File: src/sv/assert_macros.svh
// Assertion macros used by the RTL of the decoder core.
`ifndef ASSERT_MACROS_SVH
`define ASSERT_MACROS_SVH

// Same-cycle implication, off while reset is asserted.
`define U8D_ASSERT_IMP(lbl, clk, rst_n, ante, cons) \
    lbl: assert property (@(posedge clk) disable iff (!rst_n) (ante) |-> (cons)) \
        else $error("u8d: same-cycle check failed");

// Next-cycle implication, off while reset is asserted.
`define U8D_ASSERT_NXT(lbl, clk, rst_n, ante, cons) \
    lbl: assert property (@(posedge clk) disable iff (!rst_n) (ante) |=> (cons)) \
        else $error("u8d: next-cycle check failed");

`endif

File: src/sv/u8d_pkg.sv
`default_nettype none
// ----------------------------------------------------------------------------
// u8d_pkg: shared types and constants
// Command word passed from the byte classifier to the result sequencer.
// ----------------------------------------------------------------------------
package u8d_pkg;

    localparam int unsigned CP_W = 31;

    // replacement character '?'
    localparam logic [CP_W-1:0] REPL_CHAR = 31'd63;

    // expected sequence length codes
    localparam logic [2:0] LEN_NONE = 3'd0;
    localparam logic [2:0] LEN_2    = 3'd2;
    localparam logic [2:0] LEN_3    = 3'd3;
    localparam logic [2:0] LEN_4    = 3'd4;
    localparam logic [2:0] LEN_5    = 3'd5;
    localparam logic [2:0] LEN_6    = 3'd6;

    // One command: repl_cnt '?' results, then an optional tail result.
    typedef struct packed {
        logic [2:0]      repl_cnt;
        logic            has_tail;
        logic [CP_W-1:0] tail_cp;
        logic            tail_eos;
    } t_cmd;

endpackage
`default_nettype wire

File: src/sv/u8d_front.sv
`default_nettype none
// ----------------------------------------------------------------------------
// u8d_front: byte classifier
// Tracks the pending sequence and turns each byte into at most one command.
// ----------------------------------------------------------------------------
module u8d_front (
    input  wire logic           i_clk,
    input  wire logic           i_rst_n,
    input  wire logic           i_in_valid,
    output logic                o_in_ready,
    input  wire logic [7:0]     i_in_byte,
    input  wire logic           i_q_full,
    output logic                o_push,
    output u8d_pkg::t_cmd       o_cmd
);
    import u8d_pkg::*;

    logic [2:0]      r_exp;
    logic [2:0]      r_taken;
    logic [CP_W-1:0] r_acc;
    logic [2:0]      n_exp;
    logic [2:0]      n_taken;
    logic [CP_W-1:0] n_acc;
    logic [CP_W-1:0] acc_shift;
    logic [2:0]      taken_inc;
    logic            as_lead;
    logic            accept;
    t_cmd            cmd;

    assign o_in_ready = !i_q_full;
    assign accept     = i_in_valid && o_in_ready;
    assign acc_shift  = {r_acc[CP_W-7:0], i_in_byte[5:0]};
    assign taken_inc  = r_taken + 3'd1;

    always_comb begin
        n_exp   = r_exp;
        n_taken = r_taken;
        n_acc   = r_acc;
        cmd     = '0;
        as_lead = 1'b1;
        if (r_exp != LEN_NONE) begin
            if (i_in_byte[7:6] == 2'b10) begin
                as_lead = 1'b0;
                if (taken_inc >= r_exp) begin
                    cmd.has_tail = 1'b1;
                    cmd.tail_cp  = acc_shift;
                    n_exp        = LEN_NONE;
                    n_taken      = 3'd0;
                    n_acc        = '0;
                end else begin
                    n_taken = taken_inc;
                    n_acc   = acc_shift;
                end
            end else begin
                // broken sequence: one '?' per byte already taken
                cmd.repl_cnt = r_taken;
                n_exp        = LEN_NONE;
                n_taken      = 3'd0;
                n_acc        = '0;
            end
        end
        if (as_lead) begin
            if (i_in_byte == 8'h00) begin
                cmd.has_tail = 1'b1;
                cmd.tail_cp  = '0;
                cmd.tail_eos = 1'b1;
            end else if (!i_in_byte[7]) begin
                cmd.has_tail = 1'b1;
                cmd.tail_cp  = {23'd0, i_in_byte};
            end else if (!i_in_byte[6]) begin
                cmd.has_tail = 1'b1;
                cmd.tail_cp  = REPL_CHAR;
            end else if (!i_in_byte[5]) begin
                n_exp   = LEN_2;
                n_taken = 3'd1;
                n_acc   = {26'd0, i_in_byte[4:0]};
            end else if (!i_in_byte[4]) begin
                n_exp   = LEN_3;
                n_taken = 3'd1;
                n_acc   = {27'd0, i_in_byte[3:0]};
            end else if (!i_in_byte[3]) begin
                n_exp   = LEN_4;
                n_taken = 3'd1;
                n_acc   = {28'd0, i_in_byte[2:0]};
            end else if (!i_in_byte[2]) begin
                n_exp   = LEN_5;
                n_taken = 3'd1;
                n_acc   = {29'd0, i_in_byte[1:0]};
            end else if (!i_in_byte[1]) begin
                n_exp   = LEN_6;
                n_taken = 3'd1;
                n_acc   = {30'd0, i_in_byte[0]};
            end else begin
                cmd.has_tail = 1'b1;
                cmd.tail_cp  = REPL_CHAR;
            end
        end
    end

    assign o_cmd  = cmd;
    assign o_push = accept && ((cmd.repl_cnt != 3'd0) || cmd.has_tail);

    always_ff @(posedge i_clk) begin
        if (!i_rst_n) begin
            r_exp   <= LEN_NONE;
            r_taken <= 3'd0;
            r_acc   <= '0;
        end else if (accept) begin
            r_exp   <= n_exp;
            r_taken <= n_taken;
            r_acc   <= n_acc;
        end
    end

endmodule
`default_nettype wire

File: src/sv/u8d_queue.sv
`default_nettype none
// ----------------------------------------------------------------------------
// u8d_queue: command queue
// Small register queue that decouples the classifier from the sequencer.
// ----------------------------------------------------------------------------
module u8d_queue #(
    parameter int unsigned DEPTH = 4
) (
    input  wire logic           i_clk,
    input  wire logic           i_rst_n,
    input  wire logic           i_push,
    input  wire u8d_pkg::t_cmd  i_cmd,
    input  wire logic           i_pop,
    output logic                o_valid,
    output logic                o_full,
    output u8d_pkg::t_cmd       o_cmd
);
    import u8d_pkg::*;

    localparam int unsigned PW = (DEPTH > 1) ? $clog2(DEPTH) : 1;
    localparam int unsigned CW = $clog2(DEPTH + 1);
    localparam logic [PW-1:0] LAST_PTR  = PW'(DEPTH - 1);
    localparam logic [CW-1:0] FULL_CNT  = CW'(DEPTH);

    t_cmd          r_mem [DEPTH];
    logic [PW-1:0] r_wr_ptr;
    logic [PW-1:0] r_rd_ptr;
    logic [CW-1:0] r_cnt;
    logic          do_push;
    logic          do_pop;

    assign o_valid = (r_cnt != '0);
    assign o_full  = (r_cnt == FULL_CNT);
    assign o_cmd   = r_mem[r_rd_ptr];
    assign do_push = i_push && !o_full;
    assign do_pop  = i_pop && o_valid;

    always_ff @(posedge i_clk) begin
        if (do_push) begin
            r_mem[r_wr_ptr] <= i_cmd;
        end
    end

    always_ff @(posedge i_clk) begin
        if (!i_rst_n) begin
            r_wr_ptr <= '0;
            r_rd_ptr <= '0;
            r_cnt    <= '0;
        end else begin
            if (do_push) begin
                r_wr_ptr <= (r_wr_ptr == LAST_PTR) ? '0 : r_wr_ptr + PW'(1);
            end
            if (do_pop) begin
                r_rd_ptr <= (r_rd_ptr == LAST_PTR) ? '0 : r_rd_ptr + PW'(1);
            end
            if (do_push && !do_pop) begin
                r_cnt <= r_cnt + CW'(1);
            end else if (do_pop && !do_push) begin
                r_cnt <= r_cnt - CW'(1);
            end
        end
    end

endmodule
`default_nettype wire

File: src/sv/u8d_back.sv
`default_nettype none
// ----------------------------------------------------------------------------
// u8d_back: result sequencer
// Expands the head command into results, one per cycle unless the output stalls, into an output reg.
// ----------------------------------------------------------------------------
module u8d_back (
    input  wire logic                     i_clk,
    input  wire logic                     i_rst_n,
    input  wire logic                     i_q_valid,
    input  wire u8d_pkg::t_cmd            i_cmd,
    output logic                          o_pop,
    output logic                          o_out_valid,
    input  wire logic                     i_out_ready,
    output logic [u8d_pkg::CP_W-1:0]      o_code_point,
    output logic                          o_end_of_string,
    output logic                          o_last_of_run
);
    import u8d_pkg::*;

    logic [2:0]      r_sent;
    logic            r_out_valid;
    logic [CP_W-1:0] r_cp;
    logic            r_eos;
    logic            r_last;
    logic            can_load;
    logic            emit;
    logic            in_repl;
    logic            is_last;
    logic [2:0]      sent_inc;
    logic [CP_W-1:0] n_cp;
    logic            n_eos;

    assign can_load = !r_out_valid || i_out_ready;
    assign emit     = i_q_valid && can_load;
    assign sent_inc = r_sent + 3'd1;
    assign in_repl  = (r_sent < i_cmd.repl_cnt);
    assign is_last  = in_repl ? ((sent_inc == i_cmd.repl_cnt) && !i_cmd.has_tail) : 1'b1;
    assign n_cp     = in_repl ? REPL_CHAR : i_cmd.tail_cp;
    assign n_eos    = in_repl ? 1'b0 : i_cmd.tail_eos;
    assign o_pop    = emit && is_last;

    always_ff @(posedge i_clk) begin
        if (!i_rst_n) begin
            r_sent      <= 3'd0;
            r_out_valid <= 1'b0;
        end else begin
            if (can_load) begin
                r_out_valid <= i_q_valid;
            end
            if (emit) begin
                r_sent <= is_last ? 3'd0 : sent_inc;
            end
        end
    end

    always_ff @(posedge i_clk) begin
        if (emit) begin
            r_cp   <= n_cp;
            r_eos  <= n_eos;
            r_last <= is_last;
        end
    end

    assign o_out_valid     = r_out_valid;
    assign o_code_point    = r_cp;
    assign o_end_of_string = r_eos;
    assign o_last_of_run   = r_last;

endmodule
`default_nettype wire

File: src/sv/utf8_to_code_point_decoder_core.sv
`default_nettype none
// ----------------------------------------------------------------------------
// utf8_to_code_point_decoder_core: six-byte UTF-8 decoder
// Decodes a zero-terminated byte stream into code points, '?' on errors.
// ----------------------------------------------------------------------------
//  channel  | handshake                  | payload
//  ---------+----------------------------+---------------------------------
//  in       | i_in_valid / o_in_ready    | i_in_byte
//  out      | o_out_valid / i_out_ready  | o_code_point, o_end_of_string,
//           |                            | o_last_of_run
//
//  One byte is taken per cycle while the command queue has room.
//  A byte yields 0 to 6 results; the sequencer sends one result per cycle
//  while the output register can load, that is, unless the output stalls.
//  An input's results pass through the command queue, then the output reg.
//  Synchronous active-low reset clears sequence state, queue and output.
//  Input stalls only when the queue is full; output stalls back up into it.
// ----------------------------------------------------------------------------
`include "assert_macros.svh"

module utf8_to_code_point_decoder_core #(
    parameter int unsigned QUEUE_DEPTH = 4
) (
    input  wire logic                     i_clk,
    input  wire logic                     i_rst_n,
    input  wire logic                     i_in_valid,
    output logic                          o_in_ready,
    input  wire logic [7:0]               i_in_byte,
    output logic                          o_out_valid,
    input  wire logic                     i_out_ready,
    output logic [u8d_pkg::CP_W-1:0]      o_code_point,
    output logic                          o_end_of_string,
    output logic                          o_last_of_run
);
    import u8d_pkg::*;

    // classifier -> queue
    logic q_push;
    logic q_full;
    t_cmd push_cmd;
    // queue -> sequencer
    logic q_valid;
    logic q_pop;
    t_cmd head_cmd;
    // end marker shape: final result of its byte, zero code point
    logic eos_ok;

    u8d_front u_front (
        .i_clk      (i_clk),
        .i_rst_n    (i_rst_n),
        .i_in_valid (i_in_valid),
        .o_in_ready (o_in_ready),
        .i_in_byte  (i_in_byte),
        .i_q_full   (q_full),
        .o_push     (q_push),
        .o_cmd      (push_cmd)
    );

    u8d_queue #(
        .DEPTH (QUEUE_DEPTH)
    ) u_queue (
        .i_clk   (i_clk),
        .i_rst_n (i_rst_n),
        .i_push  (q_push),
        .i_cmd   (push_cmd),
        .i_pop   (q_pop),
        .o_valid (q_valid),
        .o_full  (q_full),
        .o_cmd   (head_cmd)
    );

    u8d_back u_back (
        .i_clk           (i_clk),
        .i_rst_n         (i_rst_n),
        .i_q_valid       (q_valid),
        .i_cmd           (head_cmd),
        .o_pop           (q_pop),
        .o_out_valid     (o_out_valid),
        .i_out_ready     (i_out_ready),
        .o_code_point    (o_code_point),
        .o_end_of_string (o_end_of_string),
        .o_last_of_run   (o_last_of_run)
    );

    assign eos_ok = o_last_of_run && (o_code_point == '0);

    // end marker is always the final result of its byte and carries zero
    `U8D_ASSERT_IMP(a_eos_last, i_clk, i_rst_n, o_out_valid && o_end_of_string, eos_ok)
    // only replacements can precede the final result of a byte
    `U8D_ASSERT_IMP(a_mid_repl, i_clk, i_rst_n, o_out_valid && !o_last_of_run, o_code_point == REPL_CHAR)
    // a command is never written into a full queue
    `U8D_ASSERT_IMP(a_no_ovf, i_clk, i_rst_n, q_push, !q_full)
    // a queued command with results reaches the output register next cycle
    `U8D_ASSERT_NXT(a_drain, i_clk, i_rst_n, q_valid && !o_out_valid, o_out_valid)

endmodule
`default_nettype wire

File: config.mk
export PLATFORM = sky130hd
export DESIGN_NAME = utf8_to_code_point_decoder_core
export DESIGN_NICKNAME = d
export VERILOG_FILES = /design/src/sv/u8d_pkg.sv /design/src/sv/u8d_front.sv /design/src/sv/u8d_queue.sv /design/src/sv/u8d_back.sv /design/src/sv/utf8_to_code_point_decoder_core.sv
export VERILOG_INCLUDE_DIRS = /design/src /design/src/sv
export SDC_FILE = /design/constraint.sdc
export NUM_CORES = 1
export LEC_CHECK = 0
export BUFFER_PORTS_ARGS = -buffer_cell sky130_fd_sc_hd__buf_2
export CAP_MARGIN = 5
export CORE_ASPECT_RATIO = 1.5
export CORE_MARGIN = 5
export CORE_UTILIZATION = 55
export DETAILED_ROUTE_END_ITERATION = 10
export PLACE_DENSITY = 0.73
export SLEW_MARGIN = 30
export SYNTH_ARGS = -nofsm -noshare
export SYNTH_HDL_FRONTEND = slang
export SYNTH_SLANG_ARGS = --single-unit
File: constraint.sdc
create_clock -name i_clk -period 14.3 [get_ports i_clk]
set_input_delay 0.715 -clock i_clk [delete_from_list [all_inputs] [get_ports i_clk]]
set_output_delay 0.715 -clock i_clk [all_outputs]
set_load 0.01 [all_outputs]
==> results.json <==
{
  "status": "completed",
  "die_h_um": 166,
  "fmax_ghz": 0.240,
  "synth_top_area_share_pct": 59.6,
  "finalCritPeriodShare_pct": 29.2,
  "async_flop_share_pct": 0,
  "synth-edff-count": 177,
  "cts_buffer_depth": 3,
  "postLayoutCoreUtil_pct": 62.1,
  "dr.pass1.iters": 4,
  "die_area_mm2": 0.0189,
  "antenna_found_initial": 0,
  "gp_congestion": 0.871,
  "crit_required_ns": 14.70,
  "hpwl_um": 9940,
  "io_pins": 47,
  "cts_hold_buf": 0,
  "setup_tns_ns": 0,
  "slew_viol_final": 0,
  "fillCellCount": 1162,
  "yosys.area.top_type": "edfxtp_1",
  "synth_ff_type": "edfxtp_1",
  "clock-root-buffer": "clkbuf_16",
  "ir_drop_mv": 0.186,
  "synthesis.area_mm2": 0.00892,
  "hold_viol_final": 0,
  "reg2reg_slack_ns": 10.13,
  "postRouteAntennaNets": 0,
  "clkTransAtPathRegs_ns": 0.06,
  "portBuffers": 46,
  "grt_pass1_wl_um": 26400,
  "worst_hold_startpoint": "u_back.o_out_valid$_SDFFE_PN0N_",
  "final_layout_size_suffix_gt1_share_pct": 21.4,
  "grt_max_degree": 40,
  "clock-sinks": 221,
  "numCtsBuffers": 19,
  "tightestPinTransition_ns": 0.730,
  "clock_latency_ns": 0.49,
  "fin_worst_skew_ns": 0.0177,
  "drtIter0Drc": 220,
  "wirelength_um": 16200,
  "p_per_area_mw_per_mm2": 171,
  "die_x_um": 114,
  "postCtsSetupRepairBufs": 0,
  "syn2layout_area_growth_pct": 11.7,
  "syn_inst": 557,
  "yosysSeqAreaShare_pct": 69.4,
  "cp_data_arrival_time_ns": 4.58,
  "htreeDepth": 1,
  "first_global_vias": 4989,
  "min_path_type": "register to register",
  "crit_type": "register to register",
  "rsz0062_at_grt": "no",
  "dp.cells": 793,
  "setup-violations-final": 0,
  "grt_util_all_layers_pct": 17.6,
  "drv_cap": 0,
  "grt.overflow.total": 0,
  "ys.warnings.count": 0,
  "worst-path-max-fanout": 36,
  "whs_ns": 0.484,
  "ys_seq_elements": 221,
  "diodes": 0,
  "total_power_uw": 1710,
  "cts_tree": "done",
  "vias_per_cell": 5.77,
  "vias": 4770,
  "period_needed_ns": 4.17,
  "finalNonFillerCells": 827,
  "cts_resized": 0,
  "mostFrequentLayoutCells": "177 x edfxtp_1, 46 x buf_2, 43 x dfxtp_1, 39 x nor2b_1, 36 x mux4_2",
  "slew_headroom_pct": 51.4,
  "start_util_pct": 55.6,
  "critPathLaunchType": "register",
  "syn_nets": 584,
  "num_rows": 57,
  "drc": 0,
  "p_leak_uw": 0.00338,
  "wl_per_cell_um": 19.6,
  "synth_area_leaders": "edfxtp_1 60%, dfxtp_1 9.9%, mux4_2 9.1%, nor2b_1 2.7%, and2_1 2.0%",
  "final_common_cell": "edfxtp_1",
  "coreArea_mm2": 0.0160,
  "nets": 635,
  "syn_area_per_cell_um2": 16.0,
  "ys_types": 56,
  "endpoint_kind": "register"
}
## cell usage after synthesis (2+ instances only)
cell type    n
a221oi_1     2
a31oi_1      2
xnor2_1      3
o211ai_1     3
nor3_1       4
or4_1        2
a21o_1       6
nor4b_1      2
and3_1       2
inv_1       15
or2_2        6
buf_6        2
o21ai_1      2
edfxtp_1   177
dfxtp_1     44
a2bb2oi_1    2
a21boi_0     7
buf_2        5
mux4_2      36
o21ai_0     13
a22oi_1     21
xor2_1       3
nand2_1     18
and2_1      29
nor2_1      27
buf_4        2
or3_1        2
nand3_1     12
o311ai_0     2
ha_1        14
nand4_1      2
nor2b_1     39
clkbuf_1    16
a21oi_1      5
nand4b_1     2
nor3b_1      5
o21a_1       4
## cell families after synthesis
group / Yosys count / share of synthesized area, %
mux: 37 / 9.20
flops: 221 / 69.4
buf+inv: 41 / 2.06
fa+ha+maj: 15 / 2.19
simple gates: 155 / 9.65
xor+xnor: 6 / 0.589
compound gates: 82 / 6.87
## layout make-up
class	instances	area, µm²	area share, %
clock inverter	5	51.3	0.515
tap	206	258	2.59
sequential	221	6200	62.2
clock buffer	29	523	5.25
timing repair buffer	56	305	3.06
multi-input combinational	295	2570	25.8
inverter	15	56.3	0.565
## report_power, final
part           internal, µW  leakage [µW]  total (µW)  switching [µW]
combinational           173       0.00108         391             218
clock                   271      0.000278         482             211
sequential              809       0.00203         834            25.5
## through the flow
step                      area, µm²  setup slack (ns)
final                          9960             10.13
after global routing           9960              9.73
after CTS                      9960             10.06
after detailed placement       9380             10.06
after global placement         9380             10.24
after floorplan                8920              9.63
## path summary, 6_finish.rpt
check                                         end  depth (start not counted)
setup reg to reg    u_queue.r_cnt[2]$_SDFFE_PN0P_                         15
hold / removal    u_back.o_out_valid$_SDFFE_PN0N_                          2
setup / recovery    u_queue.r_cnt[2]$_SDFFE_PN0P_                         15
hold reg to reg   u_back.o_out_valid$_SDFFE_PN0N_                          2
## layer usage
metal	global-route usage (%)	wire, µm	up-vias
li1	-	-	2237
met1	21.0	6140	2392
met2	32.1	8880	112
met3	2.62	728	29
met4	5.89	452	0
met5	0	0	-
## worst max-delay path: stages (launching register included)
cell	delay, ns
dfxtp_2	0.31
buf_4	0.57
mux4_2	0.61
inv_1	0.07
ha_1	0.22
nor2b_1	0.13
o21a_1	0.19
a311o_2	0.43
and2_4	0.19
inv_1	0.05
ha_1	0.17
inv_1	0.06
fa_1	0.37
xor2_1	0.18
or3_1	0.32
a21boi_0	0.20
## flip-flops by register name, summed over array words and instances (netlist names), named ones only
register                count
u_front.r_acc              25
u_queue.r_rd_ptr            2
u_queue.r_wr_ptr            2
u_front.r_exp               3
u_queue.r_mem             144
u_back.o_code_point        31
u_queue.r_cnt               3
u_front.r_taken             3
u_back.o_out_valid          1
u_back.o_end_of_string      1
u_back.r_sent               3
u_back.o_last_of_run        1
Note: power is estimated with default switching activity, not from simulation.
